[src/sv/spcg_pkg.sv]
// types, constants and tables shared by the swirl pixel color generator
`default_nettype none

package spcg_pkg;

   localparam int COORD_W     = 9;
   localparam int COLOR_W     = 16;
   localparam int SLOT_W      = 4;
   localparam int PHASE_W     = 5;
   localparam int ANGLE_W     = 8;
   localparam int SUM_W       = 10;
   localparam int RAD_RAW_W   = 10;
   localparam int TAN_STEPS   = 30;
   localparam int PAL_SIZE    = 8;

   localparam int unsigned PHASE_STEPS  = 240;
   localparam int unsigned SLOT_STEP    = 30;
   localparam int unsigned FRAME_MOD    = 22;
   localparam int unsigned START_PHASE  = 35;
   localparam int unsigned OCTANT_QUAD  = 60;
   localparam int unsigned HALF_TURN    = 120;
   localparam int unsigned RAD_BIG_K    = 1007;
   localparam int unsigned RAD_SMALL_K  = 441;
   localparam int unsigned RAD_ROUND    = 512;
   localparam int unsigned RAD_SHIFT    = 10;
   localparam int unsigned CORE_NUM     = 24;
   localparam int unsigned CORE_BIAS    = 200;
   localparam int unsigned CORE_DEN     = 400;
   localparam longint unsigned TWIST_Q16 = 64'd1591843;

   localparam logic [COORD_W-1:0] WIDTH_RESET  = 9'd135;
   localparam logic [COLOR_W-1:0] CORE_RGB     = 16'h2124;
   localparam logic [SLOT_W-1:0]  CORE_SLOT    = 4'd8;

   typedef logic [7:0] thresh_type [TAN_STEPS];

   // ceil(255*tan(k*1.5 deg)) for k = 1..30
   localparam thresh_type TAN_THRESH = '{
      8'd7,   8'd14,  8'd21,  8'd27,  8'd34,  8'd41,  8'd48,  8'd55,  8'd62,  8'd69,
      8'd76,  8'd83,  8'd91,  8'd98,  8'd106, 8'd114, 8'd122, 8'd130, 8'd139, 8'd148,
      8'd157, 8'd166, 8'd176, 8'd186, 8'd196, 8'd207, 8'd218, 8'd230, 8'd242, 8'd255};

   typedef logic [COLOR_W-1:0] palette_type [PAL_SIZE];

   localparam palette_type PALETTE = '{
      16'h8628, 16'h0512, 16'h13B7, 16'h6171,
      16'hC110, 16'hE90B, 16'hEAC6, 16'hF5A5};

   // animation offset: frame*240/22
   function automatic logic [ANGLE_W-1:0] frame_offset(input logic [PHASE_W-1:0] frame);
      logic [ANGLE_W-1:0] result;
      case (frame)
         5'd0:    result = 8'd0;
         5'd1:    result = 8'd10;
         5'd2:    result = 8'd21;
         5'd3:    result = 8'd32;
         5'd4:    result = 8'd43;
         5'd5:    result = 8'd54;
         5'd6:    result = 8'd65;
         5'd7:    result = 8'd76;
         5'd8:    result = 8'd87;
         5'd9:    result = 8'd98;
         5'd10:   result = 8'd109;
         5'd11:   result = 8'd120;
         5'd12:   result = 8'd130;
         5'd13:   result = 8'd141;
         5'd14:   result = 8'd152;
         5'd15:   result = 8'd163;
         5'd16:   result = 8'd174;
         5'd17:   result = 8'd185;
         5'd18:   result = 8'd196;
         5'd19:   result = 8'd207;
         5'd20:   result = 8'd218;
         5'd21:   result = 8'd229;
         default: result = 8'd0;
      endcase
      return result;
   endfunction

endpackage

`default_nettype wire

[src/sv/swirl_pixel_color_generator.sv]
// Swirl pixel color generator: six-stage pipeline from pixel coordinate to RGB565 color.
// Throughput one pixel per clock while the output is not stalled.
// Each stage holds its own valid bit and fills when empty or when the next stage moves,
// so bubbles collapse under output stall and nothing is dropped or repeated.
// Reset (synchronous, active high) clears all valid bits, the frame counter to 0 and
// the screen width to 135.
`default_nettype none

module swirl_pixel_color_generator #(
   parameter int DISPLAY_HEIGHT = 240,
   parameter int MAX_RADIUS     = 160
) (
   input  wire                            clock,
   input  wire                            reset,
   input  wire                            csr_write_enable,
   input  wire  [spcg_pkg::COORD_W-1:0]   csr_write_data,
   input  wire                            req_valid,
   output logic                           req_ready,
   input  wire  [spcg_pkg::COORD_W-1:0]   req_pixel_x,
   input  wire  [spcg_pkg::COORD_W-1:0]   req_pixel_y,
   input  wire                            req_frame_end,
   output logic                           rsp_valid,
   input  wire                            rsp_ready,
   output logic [spcg_pkg::COLOR_W-1:0]   rsp_pixel_color,
   output logic [spcg_pkg::SLOT_W-1:0]    rsp_palette_slot
);
   import spcg_pkg::*;

   localparam int RADIUS_W = $clog2(MAX_RADIUS + 1);
   localparam int CORE_RAW = (DISPLAY_HEIGHT * CORE_NUM + CORE_BIAS) / CORE_DEN;
   localparam int CORE     = (CORE_RAW == 0) ? 1 : CORE_RAW;
   localparam int CENTER_Y = DISPLAY_HEIGHT / 2;
   localparam longint unsigned TWIST_FULL = longint'(PHASE_STEPS) << 16;

   typedef struct packed {
      logic [COORD_W-1:0] ax;
      logic [COORD_W-1:0] ay;
      logic               neg_x;
      logic               neg_y;
      logic [ANGLE_W-1:0] offset;
   } s1_type;

   typedef struct packed {
      logic [COORD_W-1:0] big;
      logic [COORD_W-1:0] small_side;
      logic               steep;
      logic               neg_x;
      logic               neg_y;
      logic [ANGLE_W-1:0] offset;
      logic [18:0]        prod_big;
      logic [17:0]        prod_small;
   } s2_type;

   typedef struct packed {
      logic [TAN_STEPS-1:0] above;
      logic [RADIUS_W-1:0]  radius;
      logic                 core;
      logic                 steep;
      logic                 neg_x;
      logic                 neg_y;
      logic [ANGLE_W-1:0]   offset;
   } s3_type;

   typedef struct packed {
      logic [4:0]         octant;
      logic [ANGLE_W-1:0] twist;
      logic               core;
      logic               steep;
      logic               neg_x;
      logic               neg_y;
      logic [ANGLE_W-1:0] offset;
   } s4_type;

   typedef struct packed {
      logic [SUM_W-1:0] sum;
      logic             core;
   } s5_type;

   typedef struct packed {
      logic [COLOR_W-1:0] color;
      logic [SLOT_W-1:0]  slot;
   } s6_type;

   // twist per clamped radius, built at elaboration
   logic [ANGLE_W-1:0] twist_rom [0:MAX_RADIUS];

   for (genvar r = 0; r <= MAX_RADIUS; r++) begin : g_twist
      localparam longint unsigned S    = (r > CORE) ? r : CORE;
      localparam longint unsigned V    = (longint'(DISPLAY_HEIGHT) * TWIST_Q16) / S;
      localparam longint unsigned M    = V % TWIST_FULL;
      localparam longint unsigned UNIT = (M == 0) ? 0 : ((TWIST_FULL - M) >> 16);
      assign twist_rom[r] = ANGLE_W'(UNIT);
   end

   logic [COORD_W-1:0] screen_width_ff;
   logic [PHASE_W-1:0] frame_phase_ff, frame_phase_in;

   logic   v1_ff, v2_ff, v3_ff, v4_ff, v5_ff, v6_ff;
   logic   en1, en2, en3, en4, en5, en6;
   s1_type s1_ff, s1_in;
   s2_type s2_ff, s2_in;
   s3_type s3_ff, s3_in;
   s4_type s4_ff, s4_in;
   s5_type s5_ff, s5_in;
   s6_type s6_ff, s6_in;

   // a stage loads when it is empty or its content moves on
   assign en6 = !v6_ff || rsp_ready;
   assign en5 = !v5_ff || en6;
   assign en4 = !v4_ff || en5;
   assign en3 = !v3_ff || en4;
   assign en2 = !v2_ff || en3;
   assign en1 = !v1_ff || en2;
   assign req_ready = en1;

   assign rsp_valid        = v6_ff;
   assign rsp_pixel_color  = s6_ff.color;
   assign rsp_palette_slot = s6_ff.slot;

   assign frame_phase_in = (frame_phase_ff == PHASE_W'(FRAME_MOD - 1)) ? '0
                                                                      : frame_phase_ff + 1'b1;

   // stage 1: offset from center and magnitudes
   always_comb begin
      logic signed [COORD_W:0] dx;
      logic signed [COORD_W:0] dy;
      dx = $signed({1'b0, req_pixel_x}) - $signed({2'b00, screen_width_ff[COORD_W-1:1]});
      dy = $signed({1'b0, req_pixel_y}) - $signed(10'(CENTER_Y));
      s1_in.neg_x  = dx[COORD_W];
      s1_in.neg_y  = dy[COORD_W];
      s1_in.ax     = dx[COORD_W] ? COORD_W'(-dx) : dx[COORD_W-1:0];
      s1_in.ay     = dy[COORD_W] ? COORD_W'(-dy) : dy[COORD_W-1:0];
      s1_in.offset = frame_offset(frame_phase_ff);
   end

   // stage 2: sort sides and weight them for the radius estimate
   always_comb begin
      logic steep;
      steep = s1_ff.ay > s1_ff.ax;
      s2_in.steep      = steep;
      s2_in.big        = steep ? s1_ff.ay : s1_ff.ax;
      s2_in.small_side = steep ? s1_ff.ax : s1_ff.ay;
      s2_in.neg_x      = s1_ff.neg_x;
      s2_in.neg_y      = s1_ff.neg_y;
      s2_in.offset     = s1_ff.offset;
      s2_in.prod_big   = 19'(RAD_BIG_K) * 19'(steep ? s1_ff.ay : s1_ff.ax);
      s2_in.prod_small = 18'(RAD_SMALL_K) * 18'(steep ? s1_ff.ax : s1_ff.ay);
   end

   // stage 3: radius, core test, clamp and tangent threshold compares
   always_comb begin
      logic [19:0]          rsum;
      logic [RAD_RAW_W-1:0] radius_raw;
      logic [16:0]          lhs;
      rsum       = 20'(s2_ff.prod_big) + 20'(s2_ff.prod_small) + 20'(RAD_ROUND);
      radius_raw = rsum[RAD_SHIFT +: RAD_RAW_W];
      s3_in.core   = radius_raw <= RAD_RAW_W'(CORE);
      s3_in.radius = (radius_raw > RAD_RAW_W'(MAX_RADIUS)) ? RADIUS_W'(MAX_RADIUS)
                                                           : radius_raw[RADIUS_W-1:0];
      // floor(small*255/big) >= T  iff  small*255 >= T*big
      lhs = {s2_ff.small_side, 8'd0} - 17'(s2_ff.small_side);
      for (int k = 0; k < TAN_STEPS; k++) begin
         s3_in.above[k] = lhs >= (17'(TAN_THRESH[k]) * 17'(s2_ff.big));
      end
      s3_in.steep  = s2_ff.steep;
      s3_in.neg_x  = s2_ff.neg_x;
      s3_in.neg_y  = s2_ff.neg_y;
      s3_in.offset = s2_ff.offset;
   end

   // stage 4: octant angle count and twist lookup
   always_comb begin
      s4_in.octant = 5'($countones(s3_ff.above));
      s4_in.twist  = twist_rom[s3_ff.radius];
      s4_in.core   = s3_ff.core;
      s4_in.steep  = s3_ff.steep;
      s4_in.neg_x  = s3_ff.neg_x;
      s4_in.neg_y  = s3_ff.neg_y;
      s4_in.offset = s3_ff.offset;
   end

   // stage 5: unfold octant to full turn, add twist and start, remove animation offset
   always_comb begin
      logic [ANGLE_W-1:0] angle;
      angle = ANGLE_W'(s4_ff.octant);
      if (s4_ff.steep) begin
         angle = ANGLE_W'(OCTANT_QUAD) - angle;
      end
      if (s4_ff.neg_x) begin
         angle = s4_ff.neg_y ? ANGLE_W'(HALF_TURN) + angle : ANGLE_W'(HALF_TURN) - angle;
      end else if (s4_ff.neg_y) begin
         angle = (angle == '0) ? '0 : ANGLE_W'(PHASE_STEPS) - angle;
      end
      s5_in.sum  = SUM_W'(angle) + SUM_W'(s4_ff.twist) + SUM_W'(START_PHASE)
                 + SUM_W'(PHASE_STEPS) - SUM_W'(s4_ff.offset);
      s5_in.core = s4_ff.core;
   end

   // stage 6: wrap phase, pick palette slot
   always_comb begin
      logic [SUM_W-1:0]  phase;
      logic [SLOT_W-1:0] slot;
      if (s5_ff.sum >= SUM_W'(3 * PHASE_STEPS)) begin
         phase = s5_ff.sum - SUM_W'(3 * PHASE_STEPS);
      end else if (s5_ff.sum >= SUM_W'(2 * PHASE_STEPS)) begin
         phase = s5_ff.sum - SUM_W'(2 * PHASE_STEPS);
      end else if (s5_ff.sum >= SUM_W'(PHASE_STEPS)) begin
         phase = s5_ff.sum - SUM_W'(PHASE_STEPS);
      end else begin
         phase = s5_ff.sum;
      end
      slot = '0;
      for (int j = 1; j < PAL_SIZE; j++) begin
         if (phase >= SUM_W'(j * SLOT_STEP)) begin
            slot = SLOT_W'(j);
         end
      end
      if (s5_ff.core) begin
         s6_in.color = CORE_RGB;
         s6_in.slot  = CORE_SLOT;
      end else begin
         s6_in.color = PALETTE[slot[2:0]];
         s6_in.slot  = slot;
      end
   end

   always_ff @(posedge clock) begin
      if (reset) begin
         screen_width_ff <= WIDTH_RESET;
         frame_phase_ff  <= '0;
         v1_ff <= 1'b0;
         v2_ff <= 1'b0;
         v3_ff <= 1'b0;
         v4_ff <= 1'b0;
         v5_ff <= 1'b0;
         v6_ff <= 1'b0;
      end else begin
         if (csr_write_enable) begin
            screen_width_ff <= csr_write_data;
         end
         // the last pixel still uses the old frame count
         if (req_valid && req_ready && req_frame_end) begin
            frame_phase_ff <= frame_phase_in;
         end
         if (en1) v1_ff <= req_valid;
         if (en2) v2_ff <= v1_ff;
         if (en3) v3_ff <= v2_ff;
         if (en4) v4_ff <= v3_ff;
         if (en5) v5_ff <= v4_ff;
         if (en6) v6_ff <= v5_ff;
      end
   end

   always_ff @(posedge clock) begin
      if (en1) s1_ff <= s1_in;
      if (en2) s2_ff <= s2_in;
      if (en3) s3_ff <= s3_in;
      if (en4) s4_ff <= s4_in;
      if (en5) s5_ff <= s5_in;
      if (en6) s6_ff <= s6_in;
   end

endmodule

`default_nettype wire

[config.mk]
export PLATFORM = sky130hd
export DESIGN_NAME = swirl_pixel_color_generator
export DESIGN_NICKNAME = d
export VERILOG_FILES = /design/src/sv/spcg_pkg.sv /design/src/sv/swirl_pixel_color_generator.sv
export SDC_FILE = /design/constraint.sdc
export NUM_CORES = 2
export LEC_CHECK = 0
export BUFFER_PORTS_ARGS = -buffer_cell sky130_fd_sc_hd__buf_2
export CAP_MARGIN = 15
export CORE_ASPECT_RATIO = 0.75
export CORE_MARGIN = 2
export CORE_UTILIZATION = 55
export DETAILED_ROUTE_END_ITERATION = 10
export GPL_ROUTABILITY_DRIVEN = 0
export GPL_TIMING_DRIVEN = 0
export PLACE_DENSITY = 0.82
export RECOVER_POWER = 25
export SLEW_MARGIN = 20
export SYNTH_ARGS = -nofsm -noshare
export SYNTH_HDL_FRONTEND = slang
export SYNTH_SLANG_ARGS = --single-unit
[constraint.sdc]
create_clock -name clock -period 11.8 [get_ports clock]
set_input_delay 0.59 -clock clock [delete_from_list [all_inputs] [get_ports clock]]
set_output_delay 0.59 -clock clock [all_outputs]
set_load 0.005 [all_outputs]
==> summary.md <==
| Metric | Value |
|---|---|
| Status | `finished, final reports clean` |
| Crit share post-route | `66.02%` |
| Tmin final | `7.791 ns` |
| Critical path data arrival time | `8.06 ns` |
| Global-route wire length before repair | `185000 um` |
| Post-Syn Area | `0.04245 mm2` |
| Resized Gates After CTS | `0` |
| Initial antenna violation count | `2` |
| Die ar. | `0.07945 mm2` |
| Crit end category | `flip-flop` |
| Synth async-reset ratio | `0%` |
| DRC errors left | `0` |
| Distinct cells, synth | `83` |
| IO Pins | `55` |
| Clk Latency, worst-skew pair | `0.54 ns` |
| Avg Cell Area, Syn | `9.251 um2` |
| GRT Util Overall | `29.23%` |
| Critical Path RT | `12.07 ns` |
| Slew @ Worst Pin | `1.145 ns` |
| DRT iter0 DRCs | `3648` |
| Met3 Use GR | `7.568%` |
| Main flop type after synthesis | `edfxtp_1` |
| XOR/XNOR Fraction of Synth Area | `6.685%` |
| Clock buffer depth | `3` |
| Area contributors post-synth | `ha_1 29%, fa_1 16%, edfxtp_1 14%` |
| Layout cells sized above 1 | `4.786%` |
| Global routing's busiest layer | `met2` |
| RSZ-0062 raised after global routing | `false` |
| Leading area contributor after synthesis | `ha_1` |
| Compound-Gate Fraction of Synth Area | `15.58%` |
| Post-synthesis simple-gate area fraction | `9.019%` |
| Slowest cell on the critical path | `mux2i_1` |
| Post-Synth Adder-Cell Area | `45.25%` |
| Sequential share of the synthesized area | `14.76%` |
| M1 GR Usage | `39.66%` |
| Hold slack | `0.2769 ns` |
| Postcts setup bufs | `0` |
| Largest net degree at the start of global routing | `55` |
| Vias in the first global route | `34360` |
| Drt wl/cell | `20.21 um` |
| Worst Path Max Fanout | `10` |
| Vias | `34820` |
| Final HPWL DP | `95490 um` |
| Startpoint type of the worst setup path | `flip-flop` |
| Reg clk slew, reported paths | `0.06 ns` |
| PortBufs | `51` |
| H-tree Lvls | `1` |
| Cts hold-fix bufs | `0` |
| Core area | `0.07663 mm2` |
| Largest family of logic cells by synthesized area | `adder cells` |
| Post-route setup TNS | `0 ns` |
| Num rows | `88` |
| Slew Limit Fails | `0` |
| Post-synth EDFFs | `196` |
| Initial Util | `55.40%` |
| Max-cap violations | `0` |
| Top cell type's share of synthesized area | `29.00%` |
| Total CTS buffers | `23` |
| Crit path kind | `reg2reg` |
| Diodes inserted | `0` |
| Hold/Removal Path Class | `in2reg` |
| CTS Sinks | `215` |
| Syn. warnings | `0` |
| Achievable Freq | `0.1284 GHz` |
| Rel. slew slack | `23.58%` |
| Post-DRT Antenna Nets | `0` |
| Setup violators final | `0` |
| Chip Width | `324.8 um` |
| Net Count, Synth | `5950` |
| Chip height | `244.6 um` |
| Syn Inst Count | `4589` |
| Layout Nets | `6088` |
| Layout Area Growth over Synthesis | `8.123%` |
| Total Wirelength | `116800 um` |
| Clk_skew | `0.02027 ns` |
| Drt via density | `6.027` |
| Gr ovfl total | `0` |
| First-pass DRT Iterations | `7` |
| Yosys reg bits | `215` |
| CTS tree | `done` |
| Met2 usage | `44.62%` |
| Final Hold Fails | `0` |
| Root buf cell | `clkbuf_16` |
| Mux cell area share after synthesis | `0.7722%` |
| Crit-path max cell delay | `0.76 ns` |
==> metrics by stage <==
step / utilization (%) / area [um2] / std cells / setup slack, ns
floorplan: - / 42450 / 4589 / 5.292
global placement: 57.42 / 44000 / 5675 / 2.828
detailed placement: 58.87 / 45110 / 5737 / 4.142
CTS: 59.91 / 45910 / 5778 / 4.028
global route: 59.90 / 45900 / 5778 / 3.585
finish: 59.90 / 45900 / 5778 / 4.009
==> Yosys cell counts (12+ instances only) <==
library cell,n
a31oi_1,48
or2_2,26
o22ai_1,12
a221oi_1,13
o21a_1,45
edfxtp_1,196
inv_1,819
nand2_1,181
nor4_1,18
a21o_1,138
xnor2_1,206
ha_1,984
nor3_1,75
o211ai_1,24
nor2_1,158
o21ai_0,213
xor2_1,118
nand2b_1,72
and3_1,14
dfxtp_1,19
nand3_1,67
and2_1,12
a21oi_1,311
nand4_1,28
mux2i_1,26
nor2b_1,60
fa_1,344
a21boi_0,12
o21bai_1,51
or3_1,15
a211oi_1,38
clkbuf_1,62
o31ai_1,12
a31o_2,12
==> logic make-up (layout without fill, tap and decap cells) <==
| logic type | after synthesis | count (layout) |
|---|---|---|
| AND/OR/NAND/NOR | 764 | 764 |
| adder cells (fa/ha/maj) | 1329 | 1329 |
| flip-flops | 215 | 215 |
| XOR/XNOR | 324 | 324 |
| buffers and inverters | 893 | 1047 |
| multiplexers | 30 | 30 |
| AO/OA/AOI/OAI | 1034 | 1034 |
==> path summary, 6_finish.rpt <==
path	from	endpoint	slack, ns	depth (start not counted)
setup / recovery	s1_ff[11]	s2_ff[36]	4.01	26
setup reg to reg	s1_ff[11]	s2_ff[36]	4.01	26
hold reg to reg	s3_ff[11]	s4_ff[11]	0.41	0
hold / removal	csr_write_data[7]	screen_width_ff[7]	0.28	3
==> cell usage in the layout (no fill, tap or decap), types with 12 or more instances in the layout <==
master / instances
ha_1: 983
inv_1: 817
fa_1: 344
a21oi_1: 311
o21ai_0: 210
edfxtp_1: 196
xnor2_1: 195
nand2_1: 180
nor2_1: 158
a21o_1: 137
xor2_1: 115
nor3_1: 75
clkbuf_1: 74
nand2b_1: 72
nand3_1: 66
nor2b_1: 60
o21bai_1: 51
a31oi_1: 48
o21a_1: 45
buf_2: 44
a211oi_1: 38
buf_6: 34
nand4_1: 28
or2_2: 26
mux2i_1: 26
o211ai_1: 24
clkbuf_16: 24
dfxtp_1: 19
buf_8: 19
nor4_1: 18
or3_1: 15
and3_1: 14
a221oi_1: 13
a21boi_0: 12
and2_1: 12
a31o_2: 12
o31ai_1: 12
o22ai_1: 12
==> worst max-delay path: cells and delay by family (launching register included) <==
family	cells	cell delay [ns]
buffers and inverters	5	0.97
AOI/OAI and AO/OA	11	2.14
muxes	1	0.76
and+or+nand+nor	2	0.32
DFF	1	0.46
xor gates and xnor gates	1	0.16
adders and majority gates	6	2.71
==> layer usage <==
layer  share of wire, %  vias to the layer above
met3                 12                      418
met5              0.011                        -
met4                4.8                        2
met2                 42                     1788
li1                   -                    16160
met1                 41                    16460
==> sequential cells by signal (all words and copies together), names as in the netlist <==
name	count
v1_ff	1
v2_ff	1
s5_ff	11
s2_ff	62
v5_ff	1
s4_ff	25
v4_ff	1
rsp_palette_slot	4
v3_ff	1
s3_ff	50
s1_ff	28
rsp_valid	1
screen_width_ff	8
rsp_pixel_color	16
frame_phase_ff	5
==> cell type report <==
class                   count  area (um2)
plain buffers              70       280.3
clock buffers              27       621.8
clock inverters            14       177.7
fillers                  6212       30730
inverters                 823        3089
multi-input cells        3481       32990
flip-flops and latches    215        6266
well taps                1035        1295
repair buffers            113        1185
Power is left out: the tool's default activity adds up to more than one toggle a clock period on the data nets, which glitch-free logic cannot reach.
